--- config.mk ---
export PLATFORM = sky130hd
export DESIGN_NAME = lsmp_cordic
export DESIGN_NICKNAME = d
export VERILOG_FILES = /design/src/rtl/lsmp_pkg.sv /design/src/rtl/lsmp_cordic.sv
export SDC_FILE = /design/constraint.sdc
export NUM_CORES = 1
export LEC_CHECK = 0
export ABC_AREA = 1
export BUFFER_PORTS_ARGS = -buffer_cell sky130_fd_sc_hd__buf_4
export CAP_MARGIN = 10
export CORE_MARGIN = 10
export CORE_UTILIZATION = 58
export DETAILED_ROUTE_END_ITERATION = 8
export PLACE_DENSITY = 0.81
export SLEW_MARGIN = 20
export SYNTH_ARGS = -nofsm -noshare
export SYNTH_HDL_FRONTEND = slang
export SYNTH_SLANG_ARGS = --single-unit
--- constraint.sdc ---
create_clock -name i_clk -period 4 [get_ports i_clk]
set_clock_uncertainty 0.15 [all_clocks]
set_input_delay 0 -clock i_clk [delete_from_list [all_inputs] [get_ports i_clk]]
set_output_delay 0 -clock i_clk [all_outputs]
set_load 0.03 [all_outputs]
--- src/rtl/lsmp_pkg.sv ---
// shared types, constants and tables of the lidar sector minimum and projection core
// no dependencies
`timescale 1ns / 1ps
`default_nettype none

package lsmp_pkg;

    // scan bookkeeping
    localparam int MAX_SCAN_SAMPLES = 4096;
    localparam int CNT_W            = $clog2(MAX_SCAN_SAMPLES);
    localparam logic [CNT_W-1:0] CNT_MAX = CNT_W'(MAX_SCAN_SAMPLES - 1);

    // configuration port
    localparam int CFG_IDX_W  = 2;
    localparam int CFG_DATA_W = 20;
    localparam logic [CFG_IDX_W-1:0] CFG_ANGLE_START = 2'd0;
    localparam logic [CFG_IDX_W-1:0] CFG_ANGLE_STEP  = 2'd1;
    localparam logic [CFG_IDX_W-1:0] CFG_RANGE_FLOOR = 2'd2;
    localparam int START_W = 20;
    localparam int STEP_W  = 18;
    localparam int RANGE_W = 16;

    // angles, Q16 radians
    localparam int ANG_W   = 32;
    localparam int THETA_W = 20;
    localparam logic signed [ANG_W-1:0] Q16_PI_4  = 32'sd51472;
    localparam logic signed [ANG_W-1:0] Q16_3PI_4 = 32'sd154416;
    localparam logic signed [ANG_W-1:0] Q16_5PI_4 = 32'sd257359;
    localparam logic signed [ANG_W-1:0] Q16_7PI_4 = 32'sd360303;
    localparam logic signed [ANG_W-1:0] Q16_2PI   = 32'sd411775;

    // minima
    localparam int MIN_W = 17;
    localparam logic [MIN_W-1:0]   NONE_MIN    = 17'h1FFFF;
    localparam logic [RANGE_W-1:0] FRONT_LIMIT = 16'd650;

    // cordic, Q30
    localparam int CORDIC_STEPS = 16;
    localparam int ITER_W       = 5;
    localparam int CORD_W       = 34;
    localparam logic signed [CORD_W-1:0] CORDIC_GAIN_INV = 34'sd652032874;

    // camera projection
    localparam int PROD_W = 51;
    localparam int CAM_W  = 20;
    localparam int NUM_W  = 49;
    localparam logic signed [PROD_W-1:0] CAM_Z_OFF = 51'sd19200;
    localparam logic signed [27:0] FX_Q16   = 28'sd55251761;
    localparam logic signed [27:0] CX_Q16   = 28'sd31351648;
    localparam logic signed [27:0] CY_Q16   = 28'sd21846445;
    localparam logic signed [NUM_W-1:0] FY_CAM_Y = NUM_W'(64'sd55327873 * 64'sd28672);
    localparam logic signed [27:0] LIM_U_Q  = 28'sd47185920;
    localparam logic signed [27:0] LIM_V_Q  = 28'sd62914560;
    localparam int PIX_W = 14;

    // divider
    localparam int DIV_W  = NUM_W - 1;
    localparam int DEN_W  = 32;
    localparam int QCNT_W = $clog2(PIX_W);

    typedef enum logic [3:0] {
        ST_IDLE,
        ST_CLASS,
        ST_CORDIC,
        ST_MUL,
        ST_CAM,
        ST_NUM,
        ST_CHECK,
        ST_DIVU,
        ST_DIVV,
        ST_POINT,
        ST_SUMMARY
    } t_state;

    typedef struct packed {
        logic busy;
        logic done;
    } t_unit_stat;

    typedef struct packed {
        logic                      start;
        logic signed [THETA_W-1:0] theta;
    } t_cordic_req;

    typedef struct packed {
        logic             start;
        logic [DIV_W-1:0] num;
        logic [DEN_W-1:0] den;
    } t_div_req;

    // truncated arctangent table, Q30
    function automatic logic signed [CORD_W-1:0] atan_q30(input logic [ITER_W-1:0] i);
        logic signed [CORD_W-1:0] v;
        unique case (i)
            5'd0:  v = 34'sd843314856;
            5'd1:  v = 34'sd497837829;
            5'd2:  v = 34'sd263043836;
            5'd3:  v = 34'sd133525158;
            5'd4:  v = 34'sd67021686;
            5'd5:  v = 34'sd33543515;
            5'd6:  v = 34'sd16775850;
            5'd7:  v = 34'sd8388437;
            5'd8:  v = 34'sd4194282;
            5'd9:  v = 34'sd2097149;
            5'd10: v = 34'sd1048575;
            5'd11: v = 34'sd524287;
            5'd12: v = 34'sd262143;
            5'd13: v = 34'sd131071;
            5'd14: v = 34'sd65535;
            5'd15: v = 34'sd32767;
            5'd16: v = 34'sd16383;
            5'd17: v = 34'sd8191;
            5'd18: v = 34'sd4095;
            5'd19: v = 34'sd2047;
            5'd20: v = 34'sd1023;
            5'd21: v = 34'sd511;
            5'd22: v = 34'sd255;
            5'd23: v = 34'sd127;
            default: v = '0;
        endcase
        return v;
    endfunction

endpackage

`default_nettype wire

--- src/rtl/lsmp_cordic.sv ---
// iterative rotation cordic, one micro-rotation per cycle
// depends on lsmp_pkg
`timescale 1ns / 1ps
`default_nettype none

module lsmp_cordic import lsmp_pkg::*; (
    input  wire logic                      i_clk,
    input  wire logic                      i_rst_n,
    input  wire t_cordic_req               i_req,
    output t_unit_stat                     o_stat,
    output logic signed [CORD_W-1:0]       o_cos,
    output logic signed [CORD_W-1:0]       o_sin
);

    logic signed [CORD_W-1:0] r_x, r_y, r_z;
    logic signed [CORD_W-1:0] w_xs, w_ys, w_atan;
    logic [ITER_W-1:0]        r_iter;
    logic                     r_busy, r_done;

    // shifted operands of this micro-rotation
    assign w_xs   = r_x >>> r_iter;
    assign w_ys   = r_y >>> r_iter;
    assign w_atan = atan_q30(r_iter);

    // control
    always_ff @(posedge i_clk) begin
        if (!i_rst_n) begin
            r_busy <= 1'b0;
            r_done <= 1'b0;
            r_iter <= '0;
        end else begin
            r_done <= 1'b0;
            if (i_req.start) begin
                r_busy <= 1'b1;
                r_iter <= '0;
            end else if (r_busy) begin
                if (r_iter == ITER_W'(CORDIC_STEPS - 1)) begin
                    r_busy <= 1'b0;
                    r_done <= 1'b1;
                end
                r_iter <= r_iter + 1'b1;
            end
        end
    end

    // rotation datapath
    always_ff @(posedge i_clk) begin
        if (i_req.start) begin
            r_x <= CORDIC_GAIN_INV;
            r_y <= '0;
            r_z <= CORD_W'(i_req.theta) <<< 14;
        end else if (r_busy) begin
            if (!r_z[CORD_W-1]) begin
                r_x <= r_x - w_ys;
                r_y <= r_y + w_xs;
                r_z <= r_z - w_atan;
            end else begin
                r_x <= r_x + w_ys;
                r_y <= r_y - w_xs;
                r_z <= r_z + w_atan;
            end
        end
    end

    assign o_stat.busy = r_busy;
    assign o_stat.done = r_done;
    assign o_cos       = r_x;
    assign o_sin       = r_y;

endmodule

`default_nettype wire

==> impl_metrics.ini, run 1 <==
[run_status]
status = stopped before the end
error = [ERROR GRT-0232] Routing congestion too high. Check the congestion heatmap in the GUI.
lastStage = 5_1_grt

[floorplan]
ios = 93
rows = 61
initial_core_util = 0.585
die_h_um = 187
chipWidth_um = 187

[yosys]
async_reset_ff_frac = 0
synthCells = 2686
synth_top_flop_cell = dfxtp_1
ys_seq_area_frac = 0.185
synth.distinct_cells = 57
syn_nets = 2824
synth_seq_cells = 139
syn_area_per_cell_um2 = 6.01
synth_warnings = 0
synth-edff-count = 20
syn-cell-area_um2 = 16100

[cts]
root_buffer = clkbuf_16
htreeDepth = 4
clock_sinks = 139
clk_path_buf_depth = 2
numCtsBuffers = 17

[place]
dp.cells = 3660
placed_area_um2 = 21600
portBuffers = 92
hpwl_um = 50700
gp_congestion = 1.03

[timing]
crit_endpoint = o_cos[33]$_SDFFE_PP0P_/D
worstEndpointType = register data pin

[global_routing]
grtUsageTotal = 0.701
grt.overflow.total = 93
grt_max_degree = 59
## kinds of logic after synthesis
| family | Yosys count | share of synthesized area |
|---|---|---|
| fa+ha+maj | 115 | 0.0905 |
| flops | 139 | 0.185 |
| xor+xnor | 136 | 0.0738 |
| simple gates | 1514 | 0.410 |
| buf+inv | 335 | 0.0862 |
| compound gates | 447 | 0.155 |
## synth_stat cells, types with 8 or more instances
master    number  area (um^2)
xnor2_1       56          490
nand2_1      701         2630
nor3_1        30          150
nand2_2       23          144
nand3_1      433         2170
o21bai_1       8         60.1
nor2_1       249          935
a31oi_1       37          231
buf_1         18         67.6
a21oi_1      156          781
nor4_1        11         68.8
o21a_1        14          105
nor2_2        15         93.8
o21ai_0      160          801
nand4_1       21          131
clkbuf_1      42          158
xor2_1        80          701
inv_2         11         41.3
dfxtp_1      119         2380
a21o_1        12         90.1
inv_1        211          792
nand3_2       12          120
ha_1         112         1400
buf_2         36          180
edfxtp_1      20          601
o21ai_1       17         85.1
## stage by stage
stage	TNS [ns]	worst slack [ns]
after CTS	-8.83	-0.440
after detailed placement	-18.14	-0.723
after floorplan	0	0.00000799
after global placement	-12.65	-0.546
## layer usage
layer	GRT usage	GRT overflow
met1	0.678	1
met2	0.875	57
met3	0.562	1
met4	0.713	34
met5	0.200	0
## timing repair
item                                    CTS
endpoints found under the hold margin    26
buffers inserted                         39
endpoints found under the setup margin   53
gates cloned                              8
hold buffers                             24
resized for setup                       369
pin swaps                               105
==> inputs of run 2 (changes only) <==
Settings changed: CORE_UTILIZATION 58 to 40, PLACE_DENSITY 0.81 to default, PLACE_DENSITY_LB_ADDON from default to 0.15.
Clock period 4 ns to 5.2 ns, I/O delays scaled along.
==> run 2 against run 1 <==
The run now ends clean; synthesized area stayed put; synthesized cell count stayed put.
==> impl_metrics.ini, run 2 <==
[drt]
drtAntennaViolNets = 0
via_count = 18500
drc = 0
first_iter_violations = 1816
first_pass_iters = 6
wl_um = 61200
viasPerCell = 5.58
wl_per_cell_um = 18.5

[cts]
clkTransAtPathRegs_ns = 0.07
insertion_delay_ns = 0.47
htreeDepth = 4
clock_sinks = 139
post_cts_buffers = 0
root_buffer = clkbuf_16
cts_tree = yes
clk_path_buf_depth = 2
numCtsBuffers = 17

[finish]
syn2layout_area_growth_pct = 15.1
drive_gt1_frac = 0.0964
final_common_cell = nand2_1
final_cell_mix = 701 x nand2_1, 433 x nand3_1, 247 x nor2_1
design_area_um2 = 18600
fin_nets = 2916
diodes = 0

[power]
total_power_mw = 11.2
power_density_nw_per_um2 = 601
p_leak_nw = 8.91
peakVddDrop_mv = 0.256

[yosys]
ys_seq_area_frac = 0.185
synth_top_area_share = 0.163
syn_area_per_cell_um2 = 6.01
synth_seq_cells = 139
syn_nets = 2824
synth.distinct_cells = 57
synth_common_cells = 701 x nand2_1, 433 x nand3_1, 249 x nor2_1
synth-edff-count = 20
synth_top_flop_cell = dfxtp_1
yosysMostFrequentCell = nand2_1
async_reset_ff_frac = 0
synth_warnings = 0
synth.area.top_cells = nand2_1 16%, dfxtp_1 15%, nand3_1 13%
synthCells = 2686
syn-cell-area_um2 = 16100
yosysTopAreaCell = nand2_1

[global_routing]
antenna_found_initial = 0
grt.overflow.total = 0
grtUsageTotal = 0.241
grt_max_degree = 64
grt_pass1_vias = 17300
grt_first_pass_wirelength_um = 95800

[worst_setup_path]
worstSetupPathType = reg -> reg
slowest_delay_ns = 0.37
cp.arrival_ns = 5.09
crit_path_max_fanout = 13
required_ns = 5.41
worstSetupStartpointType = flip-flop
cpMostUsedCell = nand2_1
endpoint_kind = flip-flop
cpMaxStageDelayCell = dfxtp_2

[timing]
slew_violations = 0
fmax_ghz = 0.205
setup_viol = 0
tightestPinTransition_ns = 1.12
slew_headroom = 0.245
period_minus_slack_ns = 4.87
fin_crit_sh = 0.937
hold_viol = 0
setup_slack_ns = 0.327

[floorplan]
rows = 73
core_area_um2 = 39800
ios = 93
die_h_um = 221
initial_core_util = 0.406
dieArea_um2 = 48800
chipWidth_um = 221

[place]
pre_cts_ws_ns = 0.311
gp_congestion = 0.958
placed_area_um2 = 17500
hpwl_um = 48200
portBuffers = 92

[job]
drv_cap = 0

[run_status]
status = completed

[min_path]
hold_class = in -> reg
[run 2: area by class of cell]
type	count	area, um^2
multi-input cells	2212	11800
repair buffers	184	1640
inverters	224	843
flip-flops and latches	139	2990
fillers	4285	21200
well taps	525	657
clock buffers	26	574
clock inverters	6	67.6
[run 2: path summary, 6_finish.rpt]
check             from   endpoint  slack [ns]  cells after the start
min            i_rst_n     r_busy        0.22                      4
max          r_iter[0]  o_cos[28]        0.33                     28
max reg2reg  r_iter[0]  o_cos[28]        0.33                     28
min reg2reg     r_z[7]     r_z[7]        0.32                      2
[run 2: timing repair]
item / 4_1_cts / 5_1_grt
hold endpoints to repair: 26 / 0
endpoints found under the setup margin: 0 / 14
hold buffers: 42 / 0
resized for setup: 0 / 18
[run 2: stage by stage]
stage | std cells | utilization | TNS (ns) | hold slack, ns
2_1_floorplan | 2686 | - | 0 | -0.0308
5_1_grt | 3316 | 0.467 | -0.0243 | 0.237
6_report | 3316 | 0.467 | 0 | 0.219
4_1_cts | 3316 | 0.466 | 0 | 0.198
3_3_place_gp | 3242 | 0.439 | 0 | 0.127
3_5_place_dp | 3242 | 0.439 | 0 | 0.129
[run 2: where the power goes]
group | switching (mW) | leakage (nW) | internal [mW]
combinational | 5.09 | 7.41 | 2.87
clock | 0.529 | 0.310 | 0.813
sequential | 0.497 | 1.19 | 1.36
[run 2: routing by layer]
layer | vias to the layer above | routed length (um) | global-route usage
li1 | 9227 | - | -
met1 | 8533 | 27300 | 0.310
met2 | 647 | 28700 | 0.402
met3 | 82 | 3770 | 0.0363
met4 | 0 | 1480 | 0.0782
met5 | - | 0 | 0
[run 2: worst max-delay path, delay by kind of cell, from the launching register on]
family                     cells  cell delay (ns)
and+or+nand+nor               15             1.92
DFF                            1             0.37
xor gates and xnor gates       1             0.16
adders and majority gates      1             0.32
AOI/OAI and AO/OA              7             1.40
buffers and inverters          4             0.42
[run 2: cells by family after synthesis]
family                     synth area share
and+or+nand+nor                       0.410
AOI/OAI and AO/OA                     0.155
buffers and inverters                0.0862
DFF                                   0.185
xor gates and xnor gates             0.0738
adders and majority gates            0.0905
(Power assumes the default switching activity.)
