`src/rtl/lsmp_pkg.sv`:
```
// shared types, constants and tables of the lidar sector minimum and projection core
// no dependencies
`timescale 1ns / 1ps
`default_nettype none

package lsmp_pkg;

    // scan bookkeeping
    localparam int MAX_SCAN_SAMPLES = 4096;
    localparam int CNT_W            = $clog2(MAX_SCAN_SAMPLES);
    localparam logic [CNT_W-1:0] CNT_MAX = CNT_W'(MAX_SCAN_SAMPLES - 1);

    // configuration port
    localparam int CFG_IDX_W  = 2;
    localparam int CFG_DATA_W = 20;
    localparam logic [CFG_IDX_W-1:0] CFG_ANGLE_START = 2'd0;
    localparam logic [CFG_IDX_W-1:0] CFG_ANGLE_STEP  = 2'd1;
    localparam logic [CFG_IDX_W-1:0] CFG_RANGE_FLOOR = 2'd2;
    localparam int START_W = 20;
    localparam int STEP_W  = 18;
    localparam int RANGE_W = 16;

    // angles, Q16 radians
    localparam int ANG_W   = 32;
    localparam int THETA_W = 20;
    localparam logic signed [ANG_W-1:0] Q16_PI_4  = 32'sd51472;
    localparam logic signed [ANG_W-1:0] Q16_3PI_4 = 32'sd154416;
    localparam logic signed [ANG_W-1:0] Q16_5PI_4 = 32'sd257359;
    localparam logic signed [ANG_W-1:0] Q16_7PI_4 = 32'sd360303;
    localparam logic signed [ANG_W-1:0] Q16_2PI   = 32'sd411775;

    // minima
    localparam int MIN_W = 17;
    localparam logic [MIN_W-1:0]   NONE_MIN    = 17'h1FFFF;
    localparam logic [RANGE_W-1:0] FRONT_LIMIT = 16'd650;

    // cordic, Q30
    localparam int CORDIC_STEPS = 16;
    localparam int ITER_W       = 5;
    localparam int CORD_W       = 34;
    localparam logic signed [CORD_W-1:0] CORDIC_GAIN_INV = 34'sd652032874;

    // camera projection
    localparam int PROD_W = 51;
    localparam int CAM_W  = 20;
    localparam int NUM_W  = 49;
    localparam logic signed [PROD_W-1:0] CAM_Z_OFF = 51'sd19200;
    localparam logic signed [27:0] FX_Q16   = 28'sd55251761;
    localparam logic signed [27:0] CX_Q16   = 28'sd31351648;
    localparam logic signed [27:0] CY_Q16   = 28'sd21846445;
    localparam logic signed [NUM_W-1:0] FY_CAM_Y = NUM_W'(64'sd55327873 * 64'sd28672);
    localparam logic signed [27:0] LIM_U_Q  = 28'sd47185920;
    localparam logic signed [27:0] LIM_V_Q  = 28'sd62914560;
    localparam int PIX_W = 14;

    // divider
    localparam int DIV_W  = NUM_W - 1;
    localparam int DEN_W  = 32;
    localparam int QCNT_W = $clog2(PIX_W);

    typedef enum logic [3:0] {
        ST_IDLE,
        ST_CLASS,
        ST_CORDIC,
        ST_MUL,
        ST_CAM,
        ST_NUM,
        ST_CHECK,
        ST_DIVU,
        ST_DIVV,
        ST_POINT,
        ST_SUMMARY
    } t_state;

    typedef struct packed {
        logic busy;
        logic done;
    } t_unit_stat;

    typedef struct packed {
        logic                      start;
        logic signed [THETA_W-1:0] theta;
    } t_cordic_req;

    typedef struct packed {
        logic             start;
        logic [DIV_W-1:0] num;
        logic [DEN_W-1:0] den;
    } t_div_req;

    // truncated arctangent table, Q30
    function automatic logic signed [CORD_W-1:0] atan_q30(input logic [ITER_W-1:0] i);
        logic signed [CORD_W-1:0] v;
        unique case (i)
            5'd0:  v = 34'sd843314856;
            5'd1:  v = 34'sd497837829;
            5'd2:  v = 34'sd263043836;
            5'd3:  v = 34'sd133525158;
            5'd4:  v = 34'sd67021686;
            5'd5:  v = 34'sd33543515;
            5'd6:  v = 34'sd16775850;
            5'd7:  v = 34'sd8388437;
            5'd8:  v = 34'sd4194282;
            5'd9:  v = 34'sd2097149;
            5'd10: v = 34'sd1048575;
            5'd11: v = 34'sd524287;
            5'd12: v = 34'sd262143;
            5'd13: v = 34'sd131071;
            5'd14: v = 34'sd65535;
            5'd15: v = 34'sd32767;
            5'd16: v = 34'sd16383;
            5'd17: v = 34'sd8191;
            5'd18: v = 34'sd4095;
            5'd19: v = 34'sd2047;
            5'd20: v = 34'sd1023;
            5'd21: v = 34'sd511;
            5'd22: v = 34'sd255;
            5'd23: v = 34'sd127;
            default: v = '0;
        endcase
        return v;
    endfunction

endpackage

`default_nettype wire

```
`src/rtl/lsmp_div.sv`:
```
// restoring divider, one quotient bit per cycle through shift registers
// depends on lsmp_pkg
`timescale 1ns / 1ps
`default_nettype none

module lsmp_div import lsmp_pkg::*; (
    input  wire logic         i_clk,
    input  wire logic         i_rst_n,
    input  wire t_div_req     i_req,
    output t_unit_stat        o_stat,
    output logic [PIX_W-1:0]  o_quot
);

    logic [DIV_W-1:0]  r_rem, r_den;
    logic [PIX_W-1:0]  r_quot;
    logic [QCNT_W-1:0] r_cnt;
    logic              r_busy, r_done;
    logic              w_fit;

    assign w_fit = (r_rem >= r_den);

    // control
    always_ff @(posedge i_clk) begin
        if (!i_rst_n) begin
            r_busy <= 1'b0;
            r_done <= 1'b0;
            r_cnt  <= '0;
        end else begin
            r_done <= 1'b0;
            if (i_req.start) begin
                r_busy <= 1'b1;
                r_cnt  <= '0;
            end else if (r_busy) begin
                if (r_cnt == QCNT_W'(PIX_W - 1)) begin
                    r_busy <= 1'b0;
                    r_done <= 1'b1;
                end
                r_cnt <= r_cnt + 1'b1;
            end
        end
    end

    // divisor walks right, quotient bits shift in from the right
    always_ff @(posedge i_clk) begin
        if (i_req.start) begin
            r_rem  <= i_req.num;
            r_den  <= DIV_W'(i_req.den) << (PIX_W - 1);
            r_quot <= '0;
        end else if (r_busy) begin
            if (w_fit) begin
                r_rem <= r_rem - r_den;
            end
            r_den  <= r_den >> 1;
            r_quot <= {r_quot[PIX_W-2:0], w_fit};
        end
    end

    assign o_stat.busy = r_busy;
    assign o_stat.done = r_done;
    assign o_quot      = r_quot;

endmodule

`default_nettype wire

```
`config.mk`:
```
export PLATFORM = sky130hd
export DESIGN_NAME = lsmp_div
export DESIGN_NICKNAME = d
export VERILOG_FILES = /design/src/rtl/lsmp_pkg.sv /design/src/rtl/lsmp_div.sv
export SDC_FILE = /design/constraint.sdc
export NUM_CORES = 1
export LEC_CHECK = 0
export ABC_CLOCK_PERIOD_IN_PS = 4800
export BUFFER_PORTS_ARGS = -buffer_cell sky130_fd_sc_hd__buf_2
export CAP_MARGIN = 20
export CORE_ASPECT_RATIO = 0.7
export CORE_MARGIN = 3
export CORE_UTILIZATION = 60
export CTS_BUF_LIST = sky130_fd_sc_hd__clkbuf_4 sky130_fd_sc_hd__clkbuf_8
export CTS_CLUSTER_DIAMETER = 80
export CTS_CLUSTER_SIZE = 14
export DETAILED_ROUTE_END_ITERATION = 8
export HOLD_SLACK_MARGIN = 0.06
export PLACE_DENSITY = 0.93
export SLEW_MARGIN = 20
export SYNTH_ARGS = -nofsm -noshare
export SYNTH_HDL_FRONTEND = slang
export SYNTH_SLANG_ARGS = --single-unit
export TNS_END_PERCENT = 50
```
`constraint.sdc`:
```
create_clock -name i_clk -period 4.8 [get_ports i_clk]
set_input_delay 0.48 -clock i_clk [delete_from_list [all_inputs] [get_ports i_clk]]
set_output_delay 0.48 -clock i_clk [all_outputs]
set_load 0.01 [all_outputs]
```
==> summary.md, run 1 <==
| Metric | Value |
|---|---|
| Worst Setup End Kind | `flip-flop` |
| Hold-fix buffers, CTS | `0` |
| Prevailing post-synth register cell | `edfxtp_1` |
| Register area share after synthesis | `40.8%` |
| Setup crit start kind | `flip-flop` |
| Resized Gates After CTS | `0` |
| WP data arrival | `4040 ps` |
| Max Clk Rate | `260 MHz` |
| DR vias/cell | `6.18` |
| Pwr Density | `509 nW/um2` |
| Starting Density | `62.7%` |
| Fillers | `924` |
| Distinct cells, synth | `64` |
| Post-Syn Area | `7500 um2` |
| Final hold viol count | `0` |
| Worst slack at placement | `915 ps` |
| CTS root buf | `clkbuf_8` |
| Largest net degree at the start of global routing | `106` |
| Final worst slack | `958 ps` |
| Post-synth EDFFs | `80` |
| Fin nets | `1042` |
| Total CTS buffers | `17` |
| DP HPWL | `13200 um` |
| Antenna violations before repair | `0` |
| CTS H-tree lvls | `4` |
| Iter 0 DRT Violations | `1017` |
| Outcome | `completed` |
| Routed wire length | `18900 um` |
| Synth Net Count | `965` |
| Req. time, crit path | `4990 ps` |
| Setup Skew | `10.9 ps` |
| Avg Inst Size Synth | `9.00 um2` |
| GRT Overall Usage | `26.7%` |
| Layout cell share with drive strength beyond 1 | `16.5%` |
| Antenna diode count | `0` |
| Maxcap violations | `0` |
| CTS max path bufs | `2` |
| Period utilization | `80.0%` |
| Routed WL per cell | `17.5 um` |
| PortBufs | `98` |
| Die width | `140 um` |
| Crit Path Max Fanout | `20` |
| Die height | `99.6 um` |
| Leak Pwr | `0.00364 uW` |
| Slew of the pin with the lowest slew margin | `945 ps` |
| First-pass detailed-route iteration total | `6` |
| Area share of the largest cell type after synthesis | `32.0%` |
| Worst-Skew Late Latency | `440 ps` |
| Synth area leader | `edfxtp_1` |
| Vias in the first global route | `6272` |
| Clock-pin slew on the worst setup and hold paths | `80 ps` |
| Post-CTS Setup Bufs | `0` |
| Core Util, Final | `71.5%` |
| CTS tree | `done` |
| Worst Hold Class | `primary input to flip-flop` |
| Min Tclk post-route | `3840 ps` |
| Routability cong. | `0.966` |
| Total power | `4360 uW` |
| Core Area | `12000 um2` |
| Area grow syn2layout | `14.1%` |
| IO Count | `99` |
| RSZ-0062 raised after global routing | `no` |
| Antenna viol nets, final | `0` |
| Die area | `13900 um2` |
| First-pass GRT wire length | `30500 um` |
| Max-slew headroom | `37.0%` |
| Slew Limit Fails | `0` |
| Gr ovfl total | `0` |
| Maximum vdd drop | `0.290 mV` |
| Worst reg-to-reg setup slack | `960 ps` |
| Ys async rst share | `0%` |
| Setup violators final | `0` |
| Crit Path Class | `flip-flop to flip-flop` |
| Register bit count reported by yosys | `113` |
| Synth warn | `0` |
| DRC viols | `0` |
| Cells after Synth | `834` |
| Synth top area cells | `edfxtp_1 32%, dfxtp_1 8.8%, ha_1 7.8%` |
| Via count | `6679` |
| Row count | `33` |
| CTS Sinks | `113` |
| Total negative slack | `0 ps` |
==> worst max-delay path, stage by stage (launching register included) <==
cell and delay (ps):
edfxtp_1 360, inv_1 70, ha_1 190, inv_1 60
fa_1 410, a21o_1 200, a221oi_2 370, o221a_4 300
o31ai_4 90, a21o_4 260, a31oi_4 230, nand2_1 90
a311o_2 560, buf_16 230, buf_16 170
==> per-stage QoR <==
stage / hold WS [ps] / instances / instance area, um2
floorplan: 462 / 834 / 7500
global placement: 470 / 1047 / 8020
detailed placement: 492 / 1047 / 8020
CTS: 256 / 1079 / 8510
global route: 270 / 1081 / 8570
finish: 267 / 1081 / 8570
==> cells in the mapped netlist (5+ instances only) <==
library cell and count:
nand2_1 121, edfxtp_1 80, nor2_1 62, inv_1 60
o21ai_0 54, a21oi_1 53, ha_1 47, o31ai_1 38
dfxtp_1 33, clkbuf_1 29, mux2i_1 26, xnor2_1 26
a21o_1 24, nand3_1 18, xor2_1 13, a31oi_1 10
nand4_1 9, nor3_1 9, o21bai_1 9, buf_4 8
nor2b_1 8, and3_1 6, a311oi_1 5, and2_1 5
buf_1 5, o211ai_1 5
==> registers in the layout (all words and copies together) (netlist names) <==
signal and cells:
r_rem 48, r_busy 1, o_quot 14, r_cnt 4
r_done 1, r_den 45
==> path summary, 6_finish.rpt <==
| check | end | cells past startpoint | start |
|---|---|---|---|
| min reg2reg | r_done$_SDFF_PP0_ | 2 | r_cnt[3]$_SDFFE_PP0P_ |
| max | r_rem[43]$_DFFE_PP_ | 14 | r_rem[0]$_DFFE_PP_ |
| max reg2reg | r_rem[43]$_DFFE_PP_ | 14 | r_rem[0]$_DFFE_PP_ |
| min | r_busy$_SDFF_PN0_ | 2 | i_rst_n |
==> cell usage in the layout (no fill, tap or decap), types with 4 or more instances in the layout <==
| cell type | n |
|---|---|
| nand4_1 | 9 |
| a311oi_1 | 5 |
| a31oi_1 | 10 |
| o2111ai_1 | 4 |
| xor2_1 | 13 |
| buf_4 | 5 |
| and3_1 | 6 |
| nor2b_1 | 8 |
| inv_1 | 60 |
| xnor2_1 | 26 |
| clkbuf_8 | 19 |
| a21o_1 | 24 |
| nand2b_1 | 4 |
| mux2i_1 | 26 |
| nor2_1 | 62 |
| and2_1 | 5 |
| nand2_1 | 121 |
| o21ai_1 | 4 |
| bufinv_16 | 6 |
| o21bai_1 | 9 |
| o21ai_0 | 54 |
| edfxtp_1 | 80 |
| ha_1 | 47 |
| nand3_1 | 18 |
| nor3_1 | 9 |
| o211ai_1 | 5 |
| dfxtp_1 | 32 |
| buf_2 | 97 |
| a21oi_1 | 53 |
| o31ai_1 | 38 |
==> layer usage <==
metal | GRT usage (%) | routed length [um] | up-vias
met5 | 0 | 0 | -
met4 | 7.59 | 384 | 0
met3 | 6.20 | 1760 | 53
met2 | 41.6 | 8440 | 338
met1 | 37.7 | 8300 | 3115
li1 | - | - | 3173
==> final cells by class <==
| cell class | instances | area [um2] | area share, % |
|---|---|---|---|
| repair buffers | 104 | 578 | 6.75 |
| inverters | 61 | 229 | 2.67 |
| well taps | 157 | 196 | 2.29 |
| clock inverters | 13 | 230 | 2.69 |
| flip-flops and latches | 113 | 3060 | 35.8 |
| multi-input cells | 614 | 4010 | 46.8 |
| clock buffers | 19 | 262 | 3.05 |
==> cell families after synthesis <==
family                   share of synthesized area, %
AO/OA/AOI/OAI                                    21.3
XOR/XNOR                                         4.55
adder cells (fa/ha/maj)                          8.10
buffers and inverters                            5.82
flip-flops                                       40.8
multiplexers                                     3.92
AND/OR/NAND/NOR                                  15.5
==> power breakdown <==
part / internal [uW] / switching, uW / total (uW)
clock: 700 / 419 / 1120
sequential: 1260 / 61.5 / 1320
combinational: 752 / 1170 / 1920
Power figures use the tool's default switching activity.
==> inputs of run 2 (changes only) <==
--- a/config.mk
+++ b/config.mk
@@ -5,18 +5,19 @@
 export SDC_FILE = /design/constraint.sdc
 export NUM_CORES = 1
 export LEC_CHECK = 0
-export ABC_CLOCK_PERIOD_IN_PS = 4800
+export ABC_AREA = 1
+export ABC_CLOCK_PERIOD_IN_PS = 3400
 export BUFFER_PORTS_ARGS = -buffer_cell sky130_fd_sc_hd__buf_2
 export CAP_MARGIN = 20
 export CORE_ASPECT_RATIO = 0.7
 export CORE_MARGIN = 3
-export CORE_UTILIZATION = 60
+export CORE_UTILIZATION = 56
 export CTS_BUF_LIST = sky130_fd_sc_hd__clkbuf_4 sky130_fd_sc_hd__clkbuf_8
 export CTS_CLUSTER_DIAMETER = 80
 export CTS_CLUSTER_SIZE = 14
 export DETAILED_ROUTE_END_ITERATION = 8
 export HOLD_SLACK_MARGIN = 0.06
-export PLACE_DENSITY = 0.93
+export PLACE_DENSITY = 0.91
 export SLEW_MARGIN = 20
 export SYNTH_ARGS = -nofsm -noshare
 export SYNTH_HDL_FRONTEND = slang
==> constraint.sdc (replaced) <==
create_clock -name i_clk -period 3.4 [get_ports i_clk]
set_input_delay 0.34 -clock i_clk [delete_from_list [all_inputs] [get_ports i_clk]]
set_output_delay 0.34 -clock i_clk [all_outputs]
set_load 0.01 [all_outputs]
==> run 2 against run 1 <==
- sequential share of layout area down 4.7 points
- highest routed layer unchanged
- cell count up 53%
- global-route usage up 4.0 points
- core utilization down 5.7 points
- largest cell class unchanged
==> summary.md, run 2 <==
| Metric | Value |
|---|---|
| Pwr Density | `601 nW/um2 (+18%)` |
| Via count | `8537 (+28%)` |
| Slowest-stage cell, CP | `buf_4` |
| Prevailing post-synth register cell | `edfxtp_1` |
| Post-synth EDFFs | `80 (unchanged)` |
| Fin nets | `1574 (+51%)` |
| Slew of the pin with the lowest slew margin | `680 ps (-264 ps)` |
| Routed wire length | `26400 um (+40%)` |
| Area share of the largest cell type after synthesis | `27.3% (-4.7 points)` |
| PortBufs | `98 (unchanged)` |
| Row count | `37 (+12%)` |
| Outcome | `completed` |
| Slowest stage delay, CP | `570 ps (about the same)` |
| Antenna violations before repair | `0 (unchanged)` |
| Register bit count reported by yosys | `113 (unchanged)` |
| Die width | `156 um (+11%)` |
| Maximum vdd drop | `0.386 mV (+33%)` |
| Routability cong. | `0.999 (+3.3%)` |
| Worst reg-to-reg path cell count | `15 (+1)` |
| Routed WL per cell | `16.0 um (-8.4%)` |
| Hold EP | `r_busy$_SDFF_PN0_` |
| Clock-pin slew on the worst setup and hold paths | `70 ps (about the same)` |
| Distinct cells, synth | `36 (-44%)` |
| DRC viols | `0 (unchanged)` |
| Setup violators final | `0 (unchanged)` |
| Crit Path Class | `flip-flop to flip-flop` |
| Core Area | `15000 um2 (+25%)` |
| Synth warn | `0 (unchanged)` |
| Layout cell share with drive strength beyond 1 | `14.8% (-1.7 points)` |
| Biggest register | `r_rem` |
| FF-to-FF Start | `r_rem[0]$_DFFE_PP_` |
| Largest net degree at the start of global routing | `61 (-42%)` |
| Resized Gates After CTS | `0 (unchanged)` |
| Area grow syn2layout | `12.3%` |
| Setup crit start kind | `flip-flop` |
| CTS tree | `done` |
| Total negative slack | `0 ps (unchanged)` |
| Commonest non-fill, non-tap cells in the layout | `510 x nand2_1, 286 x inv_1, 97 x buf_2` |
| Most frequent cell after synthesis | `nand2_1` |
| Starting Density | `58.6% (-4.1 points)` |
| Synth area leader | `edfxtp_1` |
| Max reg flops | `48 (unchanged)` |
| Avg Inst Size Synth | `6.53 um2 (-27%)` |
| Antenna viol nets, final | `0 (unchanged)` |
| Worst reg-to-reg setup slack | `430 ps (-520 ps)` |
| DP HPWL | `21100 um (+59%)` |
| WP data arrival | `3050 ps (-990 ps)` |
| Req. time, crit path | `3490 ps (-1500 ps)` |
| Synth Net Count | `1477 (+53%)` |
| Crit Path Max Fanout | `43 (+110%)` |
| Cells after Synth | `1346 (+61%)` |
| GRT Overall Usage | `30.7% (+4.0 points)` |
| FF-to-FF End | `r_rem[14]$_DFFE_PP_` |
| Leak Pwr | `0.00525 uW (+44%)` |
| Slew Limit Fails | `0 (unchanged)` |
| Hold WS | `138 ps (-130 ps)` |
| Ys async rst share | `0% (unchanged)` |
| Vias in the first global route | `7923 (+26%)` |
| RSZ-0062 raised after global routing | `no` |
| CTS max path bufs | `2 (unchanged)` |
| Synth top area cells | `edfxtp_1 27%, nand2_1 22%, inv_1 12%` |
| Min Tclk post-route | `2970 ps (-877 ps)` |
| Iter 0 DRT Violations | `917 (-9.8%)` |
| Most common cell after layout, fill and taps aside | `nand2_1` |
| Worst Hold Class | `primary input to flip-flop` |
| Critical path cell sequence | `inv_1, ha_1, inv_1, fa_1, nand3_1, nand3_1, nand2_1, nand2_2, nand3_1, nand2_2, nand2_1, nand4_1, nand2_1, nand2_2, buf_4` |
| Maxcap violations | `0 (unchanged)` |
| Antenna diode count | `0 (unchanged)` |
| CTS root buf | `clkbuf_8` |
| Total CTS buffers | `17 (unchanged)` |
| Max-slew headroom | `54.6% (+18 points)` |
| First-pass detailed-route iteration total | `5 (-1)` |
| CTS H-tree lvls | `4 (unchanged)` |
| CTS Sinks | `113 (unchanged)` |
| Gr ovfl total | `0 (unchanged)` |
| Max Clk Rate | `337 MHz (+30%)` |
| Post-CTS Setup Bufs | `0 (unchanged)` |
| Hold Path Depth | `3 (+1)` |
| Period utilization | `87.2% (+7.2 points)` |
| Setup Skew | `21.3 ps (+10.4 ps)` |
| Post-Syn Area | `8780 um2 (+17%)` |
| Worst Min Path Start | `i_rst_n` |
| Register area share after synthesis | `34.9% (-5.9 points)` |
| DR vias/cell | `5.17 (-16%)` |
| Worst Setup End Kind | `flip-flop` |
| First-pass GRT wire length | `41400 um (+36%)` |
| Die height | `111 um (+11%)` |
| Hold-fix buffers, CTS | `0 (unchanged)` |
| Most instantiated cells after synthesis | `511 x nand2_1, 287 x inv_1, 80 x edfxtp_1, 66 x nand3_1, 55 x nor2_1` |
| IO Count | `99 (unchanged)` |
| Die area | `17300 um2 (+24%)` |
| Final hold viol count | `0 (unchanged)` |
| Worst-Skew Late Latency | `470 ps (+30 ps)` |
## run 2: changes by cell type after synthesis, sizes merged, moves of 11 or more
| cell | previous run | this run |
|---|---|---|
| xnor2 | 26 | 13 |
| o22ai | 0 | 23 |
| a31oi | 11 | 0 |
| o31ai | 39 | 0 |
| a21oi | 53 | 35 |
| a21o | 25 | 0 |
| mux2i | 26 | 0 |
| nand3 | 18 | 73 |
| clkbuf | 29 | 12 |
| xor2 | 13 | 2 |
| nand2 | 121 | 535 |
| nor2 | 63 | 89 |
| inv | 60 | 292 |
## run 2: area by class of cell
class | instances | area, um2
Multi-Input combinational cell | 915 | 4510
Inverter | 292 | 1100
Clock buffer | 21 | 270
Tap cell | 195 | 244
Timing Repair Buffer | 104 | 551
Clock inverter | 11 | 135
Fill cell | 1347 | 5130
Sequential cell | 113 | 3060
## run 2: stage by stage
step                utilization [%]  total power (uW)  instances  area [um2]  worst slack, ps
finish                         65.8              5930       1651        9870              435
global route                   65.8              6330       1651        9870              233
CTS                            65.8              5870       1651        9870              437
detailed placement             63.1              4510       1619        9460              435
global placement               63.1              4450       1619        9460              574
floorplan                         -              3740       1346        8780              289
## run 2: layer usage
layer,share of wire (%),routed length (um),global-route usage (%),vias to the layer above
li1,-,-,-,4339
met1,49,13000,48.5,3794
met2,39,10400,42.4,377
met3,10,2680,6.36,27
met4,1.4,378,7.70,0
met5,0,0,0,-
## run 2: kinds of logic after synthesis
| family | synth area share [%] |
|---|---|
| compound gates | 7.08 |
| fa+ha+maj | 6.92 |
| buf+inv | 13.8 |
| simple gates | 35.8 |
| flops | 34.9 |
| xor+xnor | 1.50 |
## run 2: critical path: cells and delay by family (launching register included)
| kind | cells | cell delay [ps] |
|---|---|---|
| simple gates | 10 | 1070 |
| flops | 1 | 330 |
| fa+ha+maj | 2 | 450 |
| buf+inv | 3 | 720 |
## run 2: power breakdown
part           switching [uW]  leakage (uW)  total (uW)  internal (uW)
clock network             597      0.000214        1360            761
logic                    1910       0.00395        2790            883
registers                67.9       0.00109        1780           1710
total                    2580       0.00525        5930           3350
## run 2: how the worst max path moves through the flow
stage,end,cells past startpoint,startpoint
3_5_place_dp,r_rem[9]$_DFFE_PP_,15,r_rem[0]$_DFFE_PP_
3_3_place_gp,r_rem[9]$_DFFE_PP_,15,r_rem[0]$_DFFE_PP_
2_1_floorplan,r_rem[0]$_DFFE_PP_,14,r_rem[0]$_DFFE_PP_
5_1_grt,r_rem[10]$_DFFE_PP_,15,r_rem[0]$_DFFE_PP_
4_1_cts,r_rem[1]$_DFFE_PP_,15,r_rem[0]$_DFFE_PP_
6_report,r_rem[14]$_DFFE_PP_,15,r_rem[0]$_DFFE_PP_
==> inputs of run 3 (changes only) <==
--- a/config.mk
+++ b/config.mk
@@ -7,15 +7,15 @@
 export LEC_CHECK = 0
 export ABC_AREA = 1
 export ABC_CLOCK_PERIOD_IN_PS = 3400
-export BUFFER_PORTS_ARGS = -buffer_cell sky130_fd_sc_hd__buf_2
 export CAP_MARGIN = 20
 export CORE_ASPECT_RATIO = 0.7
 export CORE_MARGIN = 3
-export CORE_UTILIZATION = 56
+export CORE_UTILIZATION = 61
 export CTS_BUF_LIST = sky130_fd_sc_hd__clkbuf_4 sky130_fd_sc_hd__clkbuf_8
 export CTS_CLUSTER_DIAMETER = 80
 export CTS_CLUSTER_SIZE = 14
 export DETAILED_ROUTE_END_ITERATION = 8
+export DONT_BUFFER_PORTS = 1
 export HOLD_SLACK_MARGIN = 0.06
 export PLACE_DENSITY = 0.91
 export SLEW_MARGIN = 20
==> run 3 against run 2 <==
- first-iteration DRC count is 7.6% lower
- hold slack worse by 67 ps
- cell count is 6.0% lower
- non-clock buffer count is 94 lower
- die area is 7.8% lower
- via count is 3.0% lower
- register-to-register slack hardly changed
- critical path type unchanged
- largest cell class unchanged
- largest power group unchanged
==> summary.md, run 3 (synthesis gave the netlist of run 2 again) <==
| Metric | Value |
|---|---|
| First-pass GRT wire length | `40000 um (-3.6%)` |
| Resized Gates After CTS | `0 (unchanged)` |
| Total CTS buffers | `17 (unchanged)` |
| Met2 Usage GRT | `45.5% (+3.1 points)` |
| Int Power | `3260 uW (-2.8%)` |
| CTS tree | `done` |
| DRC viols | `0 (unchanged)` |
| Maximum vdd drop | `0.355 mV (-8.0%)` |
| Vias in the first global route | `7549 (-4.7%)` |
| Fin nets | `1480 (-6.0%)` |
| DR vias/cell | `5.34 (+3.2%)` |
| Most common cell after layout, fill and taps aside | `nand2_1` |
| Antenna diode count | `0 (unchanged)` |
| Worst-Skew Late Latency | `460 ps (about the same)` |
| Total negative slack | `0 ps (unchanged)` |
| Core Area | `14000 um2 (-6.6%)` |
| Slew of the pin with the lowest slew margin | `871 ps (+190 ps)` |
| Crit Path Max Fanout | `48 (+12%)` |
| Routed wire length | `25600 um (-3.3%)` |
| Req. time, crit path | `3480 ps (about the same)` |
| Leak Pwr | `0.00485 uW (-7.7%)` |
| Worst Hold Class | `primary input to flip-flop` |
| Fin cells | `1552 (-6.0%)` |
| Area grow syn2layout | `7.11%` |
| Switching share of power | `44.0% (+0.53 points)` |
| Crit Path Class | `flip-flop to flip-flop` |
| Clock power frac | `22.7% (-0.2 points)` |
| Starting Density | `62.7% (+4.1 points)` |
| Logic pwr share | `46.7% (-0.4 points)` |
| Slowest stage delay, CP | `570 ps (about the same)` |
| Clock-pin slew on the worst setup and hold paths | `80 ps (about the same)` |
| Die area | `15900 um2 (-7.8%)` |
| Die height | `106 um (-4.0%)` |
| Critical path cell sequence | `inv_1, ha_1, inv_1, fa_1, nand3_1, nand3_1, nand2_1, nand2_2, nand3_1, nand2_2, nand2_1, nand4_1, nand2_1, nand2_2, buf_4` |
| Period utilization | `87.6% (+0.39 points)` |
| IO Count | `99 (unchanged)` |
| Commonest non-fill, non-tap cells in the layout | `510 x nand2_1, 286 x inv_1, 80 x edfxtp_1` |
| Min Tclk post-route | `2980 ps (+13.1 ps)` |
| GRT Overall Usage | `32.9% (+2.2 points)` |
| CP top delay family | `simple AND/OR/NAND/NOR gates` |
| CP Buf/Inv Count | `3 (unchanged)` |
| Routability cong. | `0.982 (-1.7%)` |
| Outcome | `completed` |
| WP data arrival | `3060 ps (about the same)` |
| Pwr Density | `618 nW/um2 (+2.9%)` |
| Routed WL per cell | `16.5 um (+2.8%)` |
| Slowest-stage cell, CP | `buf_4` |
| RSZ-0062 raised after global routing | `no` |
| Final hold viol count | `0 (unchanged)` |
| Max Clk Rate | `336 MHz (-0.44%)` |
| First-pass detailed-route iteration total | `7 (+2)` |
| Max-slew headroom | `41.9% (-13 points)` |
| Layout cell share with drive strength beyond 1 | `8.44% (-6.3 points)` |
| Row count | `36 (-2.7%)` |
| Iter 0 DRT Violations | `847 (-7.6%)` |
| CTS Sinks | `113 (unchanged)` |
| Switching power | `2560 uW (-0.69%)` |
| Maxcap violations | `0 (unchanged)` |
| Setup Skew | `12.0 ps (-9.35 ps)` |
| CTS root buf | `clkbuf_8` |
| Slew Limit Fails | `0 (unchanged)` |
| Gr ovfl total | `0 (unchanged)` |
| GR met1 Demand/Resource | `51.6% (+3.1 points)` |
| Biggest register | `r_rem` |
| Largest net degree at the start of global routing | `102 (+67%)` |
| Placed cell count | `1514 (-6.5%)` |
| Setup violators final | `0 (unchanged)` |
| Max reg flops | `48 (unchanged)` |
| Setup crit start kind | `flip-flop` |
| Die width | `149 um (-4.0%)` |
| Worst Setup End Kind | `flip-flop` |
| Busiest grt layer | `met1` |
| M3 GR Usage | `7.46% (+1.1 points)` |
| CTS max path bufs | `2 (unchanged)` |
| Antenna violations before repair | `0 (unchanged)` |
| DP HPWL | `20100 um (-4.8%)` |
| CTS H-tree lvls | `4 (unchanged)` |
| Via count | `8284 (-3.0%)` |
| Antenna viol nets, final | `0 (unchanged)` |
| Seq pwr share | `30.5% (+0.5 points)` |
| PortBufs | `0 (-100%)` |
run 3: cell types whose count changed in the layout (fill, tap and decap cells not counted), sizes merged:
cell,previous run,this run
buf,104,4
dlygate4sd3,0,6
inv,294,296
bufinv,3,2
clkbuf,21,20
clkinv,5,4
clkinvlp,1,2
run 3: layer usage:
layer,vias up,share of wire (%)
met3,31,10
met1,3729,49
met2,374,39
met5,-,0
li1,4150,-
met4,0,1.5
run 3: power by group through the flow:
stage | logic, uW | clock network (uW) | registers [uW]
2_1_floorplan | 1960 | 0 | 1780
3_3_place_gp | 2590 | 0 | 1790
3_5_place_dp | 2620 | 0 | 1800
4_1_cts | 2660 | 1320 | 1770
5_1_grt | 3040 | 1390 | 1790
6_report | 2720 | 1320 | 1780
run 3: final timing paths:
check                                      startpoint                    end  slack (ps)  depth (start not counted)
worst max-delay path               r_rem[0]$_DFFE_PP_    r_rem[42]$_DFFE_PP_         420                         15
worst min-delay path                        i_req[65]    r_rem[33]$_DFFE_PP_          70                          2
worst max register to register     r_rem[0]$_DFFE_PP_    r_rem[42]$_DFFE_PP_         420                         15
worst min register to register  r_den[0]$_SDFFE_PP0P_  r_den[0]$_SDFFE_PP0P_         480                          2
run 3: worst reg2reg max path, delay by kind of cell (launching register included):
family | cells | cell delay (ps)
fa+ha+maj | 2 | 460
simple gates | 10 | 1060
buf+inv | 3 | 730
flops | 1 | 320
run 3: cell type report:
type                    instances  area, um2
clock inverters                12        131
flip-flops and latches        113       3060
fillers                      1259       4600
inverters                     292       1100
clock buffers                  20        269
repair buffers                 10        103
well taps                     190        238
multi-input cells             915       4510
run 3: repair_timing:
item / 4_1_cts / 5_1_grt
hold buffers: 6 / 0
hold endpoints to repair: 6 / 0
setup buffers: 0 / 0
run 3: metrics by stage:
| step | area [um2] | hold WS (ps) | setup slack, ps | total power, uW | utilization [%] |
|---|---|---|---|---|---|
| CTS | 9410 | 60.1 | 493 | 5750 | 67.2 |
| finish | 9410 | 71.2 | 421 | 5820 | 67.2 |
| floorplan | 8780 | 432 | 289 | 3740 | - |
| detailed placement | 8950 | 467 | 516 | 4430 | 63.9 |
| global placement | 8950 | 459 | 617 | 4380 | 63.9 |
| global route | 9410 | 61.4 | 241 | 6220 | 67.2 |
